`src/rtl/core/iplc_pkg.sv`:
```
package iplc_pkg;

	// Field widths
	localparam int FMT_W   = 4;
	localparam int DIM_W   = 14;
	localparam int IDX_W   = 2;
	localparam int BPP_W   = 3;
	localparam int PITCH_W = 16;
	localparam int SIZE_W  = 29;
	localparam int OFF_W   = 30;
	localparam int CFG_W   = 13;
	localparam int PROD_W  = 16;
	localparam int ADDR_W  = 3;
	localparam int DATA_W  = 32;

	// Register indexes (byte address bit 2)
	localparam logic REG_ROW_ALIGN    = 1'b0;
	localparam logic REG_HEIGHT_ALIGN = 1'b1;

	// Pixel format codes
	typedef enum logic [FMT_W-1:0] {
		FMT_GRAY8    = 4'd0,
		FMT_YUV420   = 4'd1,
		FMT_NV12     = 4'd2,
		FMT_NV21     = 4'd3,
		FMT_RGBA0    = 4'd4,
		FMT_RGBA1    = 4'd5,
		FMT_RGBA2    = 4'd6,
		FMT_RGBA3    = 4'd7,
		FMT_RGB      = 4'd8,
		FMT_BGR      = 4'd9,
		FMT_ARGB1555 = 4'd10
	} fmt_code_t;

	typedef struct packed {
		logic [FMT_W-1:0] pixel_format;
		logic [DIM_W-1:0] frame_width;
		logic [DIM_W-1:0] frame_height;
	} req_item_t;

	typedef struct packed {
		logic [IDX_W-1:0]   plane_index;
		logic [IDX_W-1:0]   plane_count;
		logic [DIM_W-1:0]   plane_width;
		logic [DIM_W-1:0]   plane_height;
		logic [BPP_W-1:0]   pixel_bytes;
		logic [PITCH_W-1:0] row_pitch;
		logic [SIZE_W-1:0]  plane_bytes;
		logic [OFF_W-1:0]   plane_offset;
		logic               bad_format;
		logic               last_plane;
	} rsp_item_t;

	// Decoded format properties
	typedef struct packed {
		logic             bad;
		logic [IDX_W-1:0] planes;
		logic [BPP_W-1:0] bpp;
		logic             half_w;
	} fmt_info_t;

	// Per-plane metadata that rides alongside the rounding pipeline
	typedef struct packed {
		logic [IDX_W-1:0] idx;
		logic [IDX_W-1:0] cnt;
		logic [DIM_W-1:0] pw;
		logic [DIM_W-1:0] ph;
		logic [BPP_W-1:0] bpp;
		logic             bad;
		logic             last;
	} plane_meta_t;

	function automatic fmt_info_t decode_fmt(input logic [FMT_W-1:0] code);
		fmt_info_t f;
		f = '{bad: 1'b0, planes: 2'd1, bpp: 3'd1, half_w: 1'b0};
		unique case (code)
			FMT_GRAY8: ;
			FMT_YUV420: begin
				f.planes = 2'd3;
				f.half_w = 1'b1;
			end
			FMT_NV12, FMT_NV21: f.planes = 2'd2;
			FMT_RGBA0, FMT_RGBA1, FMT_RGBA2, FMT_RGBA3: f.bpp = 3'd4;
			FMT_RGB, FMT_BGR: f.bpp = 3'd3;
			FMT_ARGB1555: f.bpp = 3'd2;
			default: f = '{bad: 1'b1, planes: 2'd1, bpp: 3'd0, half_w: 1'b0};
		endcase
		return f;
	endfunction

endpackage

```
`src/rtl/core/image_plane_layout_calc.sv`:
```
// Channel | Direction | Handshake          | Payload
// req     | in        | req_valid/req_stall | iplc_pkg::req_item_t
// rsp     | out       | rsp_valid/rsp_stall | iplc_pkg::rsp_item_t
// cfg     | in        | APB psel/penable    | row_align, height_align
//
// One item yields one to three results, one result per cycle while rsp is
// not stalled; the plane sequencer sets the rate and takes the next item
// as it issues the last result of the current one. Each result then passes
// stage 1, the bitwise remainder stages and final add, stage 2 and the output register.
// arst_n clears valid bits, the sequencer and the alignment registers (to 1).
// A stall on rsp freezes the whole pipeline; nothing is lost or repeated.
module image_plane_layout_calc #(
	parameter int MAX_DIMENSION = 8192,
	parameter int MAX_ALIGN     = 4096
) (
	input  logic                          clk,
	input  logic                          arst_n,
	input  logic                          req_valid,
	output logic                          req_stall,
	input  iplc_pkg::req_item_t           req,
	output logic                          rsp_valid,
	input  logic                          rsp_stall,
	output iplc_pkg::rsp_item_t           rsp,
	input  logic                          psel,
	input  logic                          penable,
	input  logic                          pwrite,
	input  logic [iplc_pkg::ADDR_W-1:0]   paddr,
	input  logic [iplc_pkg::DATA_W-1:0]   pwdata,
	output logic [iplc_pkg::DATA_W-1:0]   prdata,
	output logic                          pready
);

	localparam int AW    = (MAX_ALIGN > 1) ? $clog2(MAX_ALIGN + 1) : 1;
	localparam int VAL_W = (AW > iplc_pkg::PROD_W) ? AW : iplc_pkg::PROD_W;
	localparam int LAT   = VAL_W + 1;
	localparam int DW    = iplc_pkg::DIM_W;

	// Config registers
	logic [iplc_pkg::CFG_W-1:0] row_align_q, height_align_q;
	logic cfg_wr;

	assign pready = 1'b1;
	assign cfg_wr = psel && penable && pwrite && pready;

	always_ff @(posedge clk or negedge arst_n) begin
		if (!arst_n) begin
			row_align_q    <= iplc_pkg::CFG_W'(1);
			height_align_q <= iplc_pkg::CFG_W'(1);
		end else if (cfg_wr) begin
			if (paddr[2] == iplc_pkg::REG_ROW_ALIGN) begin
				row_align_q <= pwdata[iplc_pkg::CFG_W-1:0];
			end else begin
				height_align_q <= pwdata[iplc_pkg::CFG_W-1:0];
			end
		end
	end

	assign prdata = (paddr[2] == iplc_pkg::REG_ROW_ALIGN)
		? iplc_pkg::DATA_W'(row_align_q) : iplc_pkg::DATA_W'(height_align_q);

	// Clamped alignments
	function automatic logic [AW-1:0] clamp_align(input logic [iplc_pkg::CFG_W-1:0] a);
		logic [AW-1:0] r;
		if (a == '0) r = AW'(1);
		else if (32'(a) > 32'(MAX_ALIGN)) r = AW'(MAX_ALIGN);
		else r = AW'(a);
		return r;
	endfunction

	function automatic logic [DW-1:0] clamp_dim(input logic [DW-1:0] d);
		logic [DW-1:0] r;
		if (32'(d) > 32'(MAX_DIMENSION)) r = DW'(MAX_DIMENSION);
		else r = d;
		return r;
	endfunction

	logic [AW-1:0] aw, ah;
	assign aw = clamp_align(row_align_q);
	assign ah = clamp_align(height_align_q);

	// Global advance: output register empty or being taken
	logic adv;
	logic v_out_q;
	assign adv = !v_out_q || !rsp_stall;

	// Plane sequencer
	iplc_pkg::fmt_info_t seq_info_q;
	logic [DW-1:0] seq_w_q, seq_h_q;
	logic [iplc_pkg::IDX_W-1:0] seq_idx_q;
	logic busy_q, issue_last, take;

	assign issue_last = busy_q
		&& (seq_info_q.bad || (seq_idx_q == seq_info_q.planes - 2'd1));
	assign req_stall = !(adv && (!busy_q || issue_last));
	assign take = req_valid && !req_stall;

	always_ff @(posedge clk or negedge arst_n) begin
		if (!arst_n) begin
			busy_q    <= 1'b0;
			seq_idx_q <= '0;
		end else if (adv) begin
			if (take) begin
				busy_q    <= 1'b1;
				seq_idx_q <= '0;
			end else if (busy_q) begin
				busy_q    <= !issue_last;
				seq_idx_q <= seq_idx_q + 2'd1;
			end
		end
	end

	always_ff @(posedge clk) begin
		if (take) begin
			seq_info_q <= iplc_pkg::decode_fmt(req.pixel_format);
			seq_w_q    <= clamp_dim(req.frame_width);
			seq_h_q    <= clamp_dim(req.frame_height);
		end
	end

	// Stage 1: plane dimensions and row bytes
	iplc_pkg::plane_meta_t meta_c, meta_s1;
	logic v_s1;
	logic [iplc_pkg::PROD_W-1:0] prod_s1;

	always_comb begin
		meta_c.idx  = seq_info_q.bad ? '0 : seq_idx_q;
		meta_c.cnt  = seq_info_q.bad ? '0 : seq_info_q.planes;
		meta_c.bpp  = seq_info_q.bpp;
		meta_c.bad  = seq_info_q.bad;
		meta_c.last = issue_last;
		if (seq_info_q.bad) begin
			meta_c.pw = '0;
			meta_c.ph = '0;
		end else begin
			meta_c.pw = (seq_idx_q != '0 && seq_info_q.half_w) ? (seq_w_q >> 1) : seq_w_q;
			meta_c.ph = (seq_idx_q != '0) ? (seq_h_q >> 1) : seq_h_q;
		end
	end

	always_ff @(posedge clk or negedge arst_n) begin
		if (!arst_n) v_s1 <= 1'b0;
		else if (adv) v_s1 <= busy_q;
	end

	always_ff @(posedge clk) begin
		if (adv) begin
			meta_s1 <= meta_c;
			prod_s1 <= iplc_pkg::PROD_W'(meta_c.pw) * iplc_pkg::PROD_W'(meta_c.bpp);
		end
	end

	// Rounding pipelines for pitch and height
	logic [VAL_W:0] pitch_r, height_r;

	iplc_round_up #(.W(VAL_W), .AW(AW)) u_pitch (
		.clk (clk),
		.en  (adv),
		.val (VAL_W'(prod_s1)),
		.aln (aw),
		.res (pitch_r)
	);

	iplc_round_up #(.W(VAL_W), .AW(AW)) u_height (
		.clk (clk),
		.en  (adv),
		.val (VAL_W'(meta_s1.ph)),
		.aln (ah),
		.res (height_r)
	);

	// Metadata delay line matching the rounders
	iplc_pkg::plane_meta_t meta_dly_q [0:LAT-1];
	logic [LAT-1:0] v_dly_q;

	always_ff @(posedge clk or negedge arst_n) begin
		if (!arst_n) v_dly_q <= '0;
		else if (adv) v_dly_q <= {v_dly_q[LAT-2:0], v_s1};
	end

	always_ff @(posedge clk) begin
		if (adv) begin
			meta_dly_q[0] <= meta_s1;
			for (int k = 1; k < LAT; k++) meta_dly_q[k] <= meta_dly_q[k-1];
		end
	end

	// Stage 2: plane size
	iplc_pkg::plane_meta_t meta_s2;
	logic v_s2;
	logic [iplc_pkg::PITCH_W-1:0] pitch_s2;
	logic [2*VAL_W+1:0] size_full;
	logic [iplc_pkg::OFF_W-1:0] size_s2;

	assign size_full = (2*VAL_W+2)'(pitch_r) * (2*VAL_W+2)'(height_r);

	always_ff @(posedge clk or negedge arst_n) begin
		if (!arst_n) v_s2 <= 1'b0;
		else if (adv) v_s2 <= v_dly_q[LAT-1];
	end

	always_ff @(posedge clk) begin
		if (adv) begin
			meta_s2  <= meta_dly_q[LAT-1];
			pitch_s2 <= pitch_r[iplc_pkg::PITCH_W-1:0];
			size_s2  <= size_full[iplc_pkg::OFF_W-1:0];
		end
	end

	// Stage 3: offset accumulation and output register
	logic [iplc_pkg::OFF_W-1:0] acc_q, off_c;
	assign off_c = (meta_s2.idx == '0) ? '0 : acc_q;

	always_ff @(posedge clk or negedge arst_n) begin
		if (!arst_n) begin
			v_out_q <= 1'b0;
			acc_q   <= '0;
		end else if (adv) begin
			v_out_q <= v_s2;
			if (v_s2) acc_q <= off_c + size_s2;
		end
	end

	always_ff @(posedge clk) begin
		if (adv) begin
			rsp.plane_index  <= meta_s2.idx;
			rsp.plane_count  <= meta_s2.cnt;
			rsp.plane_width  <= meta_s2.pw;
			rsp.plane_height <= meta_s2.ph;
			rsp.pixel_bytes  <= meta_s2.bpp;
			rsp.row_pitch    <= pitch_s2;
			rsp.plane_bytes  <= size_s2[iplc_pkg::SIZE_W-1:0];
			rsp.plane_offset <= off_c;
			rsp.bad_format   <= meta_s2.bad;
			rsp.last_plane   <= meta_s2.last;
		end
	end

	assign rsp_valid = v_out_q;

	// Checks
	a_bad_is_single: assert property (@(posedge clk) disable iff (!arst_n)
		rsp_valid && rsp.bad_format |-> rsp.last_plane && rsp.plane_count == '0)
		else $error("bad format result not a lone zero result");

	a_idx_in_range: assert property (@(posedge clk) disable iff (!arst_n)
		rsp_valid && !rsp.bad_format |-> rsp.plane_index < rsp.plane_count)
		else $error("plane index beyond plane count");

	a_last_matches: assert property (@(posedge clk) disable iff (!arst_n)
		rsp_valid && !rsp.bad_format |->
			(rsp.last_plane == (rsp.plane_index + 2'd1 == rsp.plane_count)))
		else $error("last plane flag wrong");

	a_stall_freezes: assert property (@(posedge clk) disable iff (!arst_n)
		rsp_valid && rsp_stall |=> $stable(v_s1) && $stable(v_s2) && $stable(busy_q))
		else $error("pipeline moved while stalled");

endmodule

```
`src/rtl/core/iplc_round_up.sv`:
```
// Pipelined round-up to a multiple: one restoring remainder bit per stage,
// then a final add.
module iplc_round_up #(
	parameter int W  = 17,
	parameter int AW = 13
) (
	input  logic          clk,
	input  logic          en,
	input  logic [W-1:0]  val,
	input  logic [AW-1:0] aln,
	output logic [W:0]    res
);

	logic [W-1:0]  val_s [0:W];
	logic [AW-1:0] aln_s [0:W];
	logic [AW-1:0] rem_s [0:W];
	logic [W:0]    res_q;

	assign val_s[0] = val;
	assign aln_s[0] = aln;
	assign rem_s[0] = '0;

	// One remainder bit per stage, MSB first
	for (genvar k = 0; k < W; k++) begin : g_bit
		logic [AW:0] trial;
		logic [AW:0] diff;
		assign trial = {rem_s[k], val_s[k][W-1-k]};
		assign diff  = trial - {1'b0, aln_s[k]};
		always_ff @(posedge clk) begin
			if (en) begin
				val_s[k+1] <= val_s[k];
				aln_s[k+1] <= aln_s[k];
				rem_s[k+1] <= (trial >= {1'b0, aln_s[k]}) ? AW'(diff) : AW'(trial);
			end
		end
	end

	// Add the gap to the next multiple
	always_ff @(posedge clk) begin
		if (en) begin
			res_q <= (rem_s[W] == '0) ? {1'b0, val_s[W]}
				: ({1'b0, val_s[W]} + (W+1)'(aln_s[W] - rem_s[W]));
		end
	end

	assign res = res_q;

endmodule
```
`config.mk`:
```
export PLATFORM = sky130hd
export DESIGN_NAME = image_plane_layout_calc
export DESIGN_NICKNAME = d
export VERILOG_FILES = /design/src/rtl/core/iplc_pkg.sv /design/src/rtl/core/image_plane_layout_calc.sv /design/src/rtl/core/iplc_round_up.sv
export SDC_FILE = /design/constraint.sdc
export NUM_CORES = 2
export LEC_CHECK = 0
export BUFFER_PORTS_ARGS = -buffer_cell sky130_fd_sc_hd__buf_4
export CAP_MARGIN = 20
export CORE_MARGIN = 3
export CORE_UTILIZATION = 40
export DETAILED_ROUTE_END_ITERATION = 7
export GPL_ROUTABILITY_DRIVEN = 0
export GPL_TIMING_DRIVEN = 1
export PLACE_DENSITY = 0.58
export RECOVER_POWER = 25
export SLEW_MARGIN = 40
export SYNTH_ARGS = -nofsm -noshare
export SYNTH_HDL_FRONTEND = slang
export SYNTH_SLANG_ARGS = --single-unit
export TNS_END_PERCENT = 30
```
`constraint.sdc`:
```
create_clock -name clk -period 62.6 [get_ports clk]
set_input_delay 6.26 -clock clk [delete_from_list [all_inputs] [get_ports clk]]
set_output_delay 6.26 -clock clk [all_outputs]
set_load 0.005 [all_outputs]
```
Yosys cells after proc, flatten, opt, wreduce, memory -nomap -nowiden
Memories as Yosys holds them, arrays and structs flattened. A register that Yosys moved wholly into a read port is not among the register bits.
Index checks and enable logic that the tools add are counted.
{ "word_totals": {"register_bits": 1671, "ramBits": 629, "input_bits": 74, "out_inout_bits": 147, "word_cells": 313, "memories": 1} }
{ "classes": {"add_sub_neg": 39, "mul": 2, "magnitude_cmp": 36, "n_eq_ne": 11, "mux": 52, "bitwise_logic": 1, "n_reduce_logical": 32} }
{ "memory_table": {"columns": ["memory", "depth", "word_bits", "read_ports", "rd_ports_with_merged_regs", "write_ports", "line_no", "text"], "rows": [
  ["meta_dly_q", 17, 37, 17, 1, 17, "image_plane_layout_calc.sv:172", "iplc_pkg::plane_meta_t meta_dly_q [0:LAT-1];"]
]} }
{ "ops": {"columns": ["operator", "n"], "rows": [
  ["$mux W13", 35],
  ["$ge A14 B13 Y1", 30],
  ["$sub A13 B13 Y13", 30],
  ["$logic_not A13 Y1", 4],
  ["$mux W14", 3],
  ["$add A30 B30 Y30", 1],
  ["$mul A17 B17 Y30", 1],
  ["$mux W30", 1],
  ["$gt A14 B14 Y1 const B", 2],
  ["$mux W28", 1],
  ["$sub A13 B13 Y14", 2],
  ["$gt A13 B13 Y1 const B", 2],
  ["$add A14 B17 Y17", 1],
  ["$add A16 B17 Y17", 1],
  ["$eq A4 B3 Y1 const B", 4],
  ["$mul A14 B3 Y16", 1],
  ["$mux W16", 1],
  ["$ge A1 B13 Y1", 1],
  ["$ge A1 B13 Y1 const A", 1],
  ["$sub A1 B13 Y13", 1],
  ["$sub A1 B13 Y13 const A", 1],
  ["$eq A4 B4 Y1 const B", 3],
  ["$pmux W3 S4", 1],
  ["$reduce_or A11 Y1", 1],
  ["18 further kinds", 44]
]} }

Depth between registers and ports, before layout
{ "logic_depth": {"ltp_word": 9, "ltp_mapped": 25, "depth_no_buf": 24} }

Cells and area by module
Synthesis repeated with hierarchy kept, for this count alone.
{ "unflattened": {"hier_cells": 8055, "area_unflattened_um2": 111991.2} }
{ "by_module_without_submodules": {"columns": ["mod", "instances", "cells_each", "area_each_um2", "seq_area_each_um2"], "rows": [
  ["image_plane_layout_calc", 1, 2803, 43391.6, 29365.7],
  ["iplc_round_up (u_height)", 1, 2699, 34839.7, 20689.8],
  ["iplc_round_up (u_pitch)", 1, 2553, 33759.9, 20689.8]
]} }

Worst setup path before layout
No wires, ideal clock.
{ "synth_timing": {"path_kind": "input port to output port", "startpoint": "input port rsp_stall", "endpoint": "output port req_stall", "arrival_time_ns": 62.312, "t_required_ns": 56.340, "slack_ns": -5.972, "stages": 4, "path_buffers": 1, "cell_sequence": "and2_0 -> inv_1 -> buf_1 -> nand2_1"} }
{ "synth_between": {"elab_chain_len": 4} }
{ "synth_rtl": {"columns": ["element", "line_no", "text"], "rows": [
  ["start: declaration", "image_plane_layout_calc.sv:22", "input logic rsp_stall,"],
  ["$logic_not A1 Y1", "image_plane_layout_calc.sv:84", "assign adv = !v_out_q || !rsp_stall;"],
  ["$logic_or A1 B1 Y1", "image_plane_layout_calc.sv:84", null],
  ["named net adv", "image_plane_layout_calc.sv:82", "logic adv;"],
  ["$logic_and A1 B1 Y1", "image_plane_layout_calc.sv:94", "assign req_stall = !(adv && (!busy_q || issue_last));"],
  ["$logic_not A1 Y1", "image_plane_layout_calc.sv:94", null],
  ["end: declaration", "image_plane_layout_calc.sv:19", "output logic req_stall,"]
]} }
The timed path passes the listed nets, and every way through them passes these cells.

Worst setup path in the final report
{ "layout_timing": {"startpoint": "input port rsp_stall", "endpoint": "output port req_stall"} }
{ "layout_between": {"elab_chain_len": 4} }
{ "layout_rtl": {"columns": ["element", "line_no"], "rows": [
  ["$logic_not A1 Y1", "image_plane_layout_calc.sv:84"],
  ["$logic_or A1 B1 Y1", "image_plane_layout_calc.sv:84"],
  ["$logic_and A1 B1 Y1", "image_plane_layout_calc.sv:94"],
  ["$logic_not A1 Y1", "image_plane_layout_calc.sv:94"]
]} }
Every way passes these cells.

==> impl_metrics.csv <==
group,metric,value,unit
clocking,postCtsSetupRepairBufs,0,
die,die_area,0.260,mm2
final_layout,nets,8669,
clocking,hold_buffers,0,
flow_run,maxCapViolCount,0,
final_layout,drive_gt1_share,10.9,%
synthesis,synth_fa_ha_area_share,12.5,%
synthesis,synth_cell_types,82,
drt,drtIter0Drc,3064,
critical_path,worstPathRequired,56.34,ns
die,die_x,509,um
synthesis,synth_seq_cells,2113,
synthesis,synthTopCellsByCount,"2,034 x edfxtp_1, 914 x inv_1, 582 x ha_1",
global_route,grtUsageMet2,23.4,%
clocking,clock_latency,0.84,ns
synthesis,yosysSeqAreaShare,62.2,%
global_route,top_usage_layer,"met2",
sta,slew_viol_final,0,
critical_path,crit_type,"primary input to output pin",
die,die_y,509,um
synthesis,synth-simple-area-share,7.50,%
die,start_util,40.3,%
synthesis,synth_top_area_cell,"edfxtp_1",
global_route,grt_usage,13.5,%
synthesis,synth_top_area_share,60.3,%
clocking,clkSinkCount,2113,
drt,vias_per_cell,4.84,
synthesis,yosysMostFrequentCell,"edfxtp_1",
synthesis,synth_xor_area_share,3.40,%
clocking,htree_num_levels,4,
hold_path,hold_path.class,"flip-flop to flip-flop",
die,io_pins,221,
sta,hold_violations,0,
die,core.rowCount,184,
synthesis,synth_top_family_by_area,"adder cells",
clocking,clk_pin_slew,0.06,ns
final_layout,multi_input_area,0.0343,mm2
critical_path,end_kind,"output pin",
drt,remaining_drc_errors,0,
outcome,status,"finished, final reports clean",
final_layout,ff_latch_area,0.0631,mm2
die,core,0.252,mm2
global_route,use_met1,16.9,%
sta,relSlewSlack,42.1,%
drt,vias,54600,
clocking,max-clock-path-buffers,3,
synthesis,synth_mux_area_share,3.17,%
global_route,grt_max_degree,154,
drt,wl,174000,um
drt,wl_per_cell,15.4,um
synthesis,synth-main-ff-cell,"edfxtp_1",
final_layout,area_growth,12.7,%
clocking,cts_made_buffers,213,
critical_path,arrival,7.46,ns
synthesis,avgSynthCellArea,13.7,um2
sta,whs,0.385,ns
critical_path,start_kind,"primary input",
synthesis,synth_edf_count,2034,
global_route,grt_overflow,0,
placement,dp_hpwl,125000,um
global_route,grtUsageMet3,2.24,%
global_route,grt_pass1_vias,56400,
synthesis,mappedNetlistArea,0.101,mm2
synthesis,yosysWarnings,0,
clocking,post_cts_resized,0,
synthesis,synth_cells,7415,
sta,setup_viol_count_final,0,
synthesis,synth_area_leaders,"edfxtp_1 60%, ha_1 7.2%, fa_1 5.3%",
sta,min_period_over_period,21.9,%
global_route,grt_pass1_wl,287000,um
synthesis,synthArstFlopShare,3.74,%
sta,clock.fmax,0.0729,GHz
sta,rsz0062_at_grt,"no",
clocking,cts-root-buf,"clkbuf_16",
drt,firstDrtPassIters,5,
sta,tns,0,ns
critical_path,crit_fanout,95,
sta,worstMarginPinSlew,0.868,ns
global_route,antenna_found_initial,2,
clocking,cts_tree,"yes",
sta,finalClockSkew,0.0570,ns
synthesis,synth-compound-area-share,7.09,%
sta,finalCriticalPeriod,13.72,ns
drt,ant_nets,0,
placement,port_buffers,179,
final_layout,fillers,22100,
==> area by class of cell <==
| type | instances | share of cell area (%) |
|---|---|---|
| Tap cell | 3348 | 3.67 |
| Clock buffer | 270 | 4.98 |
| Antenna cell | 3 | 0.00657 |
| Inverter | 915 | 3.01 |
| Multi-Input combinational cell | 4263 | 30.0 |
| Clock inverter | 131 | 1.35 |
| Timing Repair Buffer | 240 | 1.78 |
| Sequential cell | 2113 | 55.2 |
==> sequential cells by signal, summed over array words and instances (netlist names), 17 cells and up <==
name and flops:
u_pitch.aln_s 208, u_height.g_bit.trial 208, rsp 112, u_pitch.val_s 241, meta_dly_q 421, v_dly_q 17, size_s2 30, meta_s2 37
u_height.res 17, u_pitch.res 17, u_height.aln_s 208, u_height.val_s 195, meta_s1 37, u_pitch.g_bit.trial 210, acc_q 30
==> metal layers <==
layer  up-vias  share of wire [%]
met1     26200                 43
met2      1004                 49
met4         0                3.7
met5         -                  0
met3       400                3.8
li1      27000                  -
==> cell usage in the layout, fill, tap and decap left out, types with 36 or more instances in the layout <==
cell       instances
a21boi_0          36
a21o_1           134
a21oi_1          311
and2_1           157
and3_1            40
buf_4            197
clkbuf_1          45
clkbuf_16        215
clkinv_1          40
dfrtp_1           77
edfxtp_1        2034
fa_1             267
ha_1             582
inv_1            913
mux2_2           226
mux2i_1           67
nand2_1          521
nand2b_1          74
nand3_1           62
nand4_1           75
nor2_1           329
nor2b_1          169
nor3_1            99
o21ai_0          294
o31ai_1           40
xnor2_1          230
xor2_1           163
==> kinds of logic (layout without fill, tap and decap cells) <==
kind of cell	count (synthesis)	after routing
other	2	29
adder cells (fa/ha/maj)	849	849
buffers and inverters	1063	1556
flip-flops	2113	2113
multiplexers	293	293
XOR/XNOR	393	393
AO/OA/AOI/OAI	1121	1121
AND/OR/NAND/NOR	1581	1581
==> metrics by stage <==
stage / utilization (%) / area (um2) / worst slack, ns / instances
6_report: 45.4 / 114000 / 48.88 / 11300
5_1_grt: 45.4 / 114000 / 48.76 / 11300
4_1_cts: 45.3 / 114000 / 48.84 / 11300
3_5_place_dp: 42.5 / 107000 / 48.84 / 10900
3_3_place_gp: 42.3 / 107000 / 48.82 / 10900
2_1_floorplan: - / 101000 / 0.760 / 7439
==> critical path, cell delays in order <==
cell and delay, ns:
buf_4 0.10, and2_0 0.12, buf_4 0.19, inv_8 0.46, nand2_1 0.13, buf_4 0.17
==> path summary, 6_finish.rpt <==
check	from	endpoint	slack, ns	cells after the start
worst max-delay path	rsp_stall	req_stall	48.88	6
worst min-delay path	meta_dly_q[5][36]$_DFFE_PN_	meta_dly_q[6][36]$_DFFE_PN_	0.39	0
worst max register to register	u_pitch.res[6]$_DFFE_PN_	size_s2[28]$_DFFE_PN_	55.76	22
worst min register to register	meta_dly_q[5][36]$_DFFE_PN_	meta_dly_q[6][36]$_DFFE_PN_	0.39	0
max in group asynchronous	arst_n	acc_q[3]$_DFFE_PN0P_	56.24	2
min in group asynchronous	arst_n	v_dly_q[0]$_DFFE_PN0N_	5.36	1
Power is left out: the tool's default activity adds up to more than one toggle a clock period on the data nets, which glitch-free logic cannot reach.
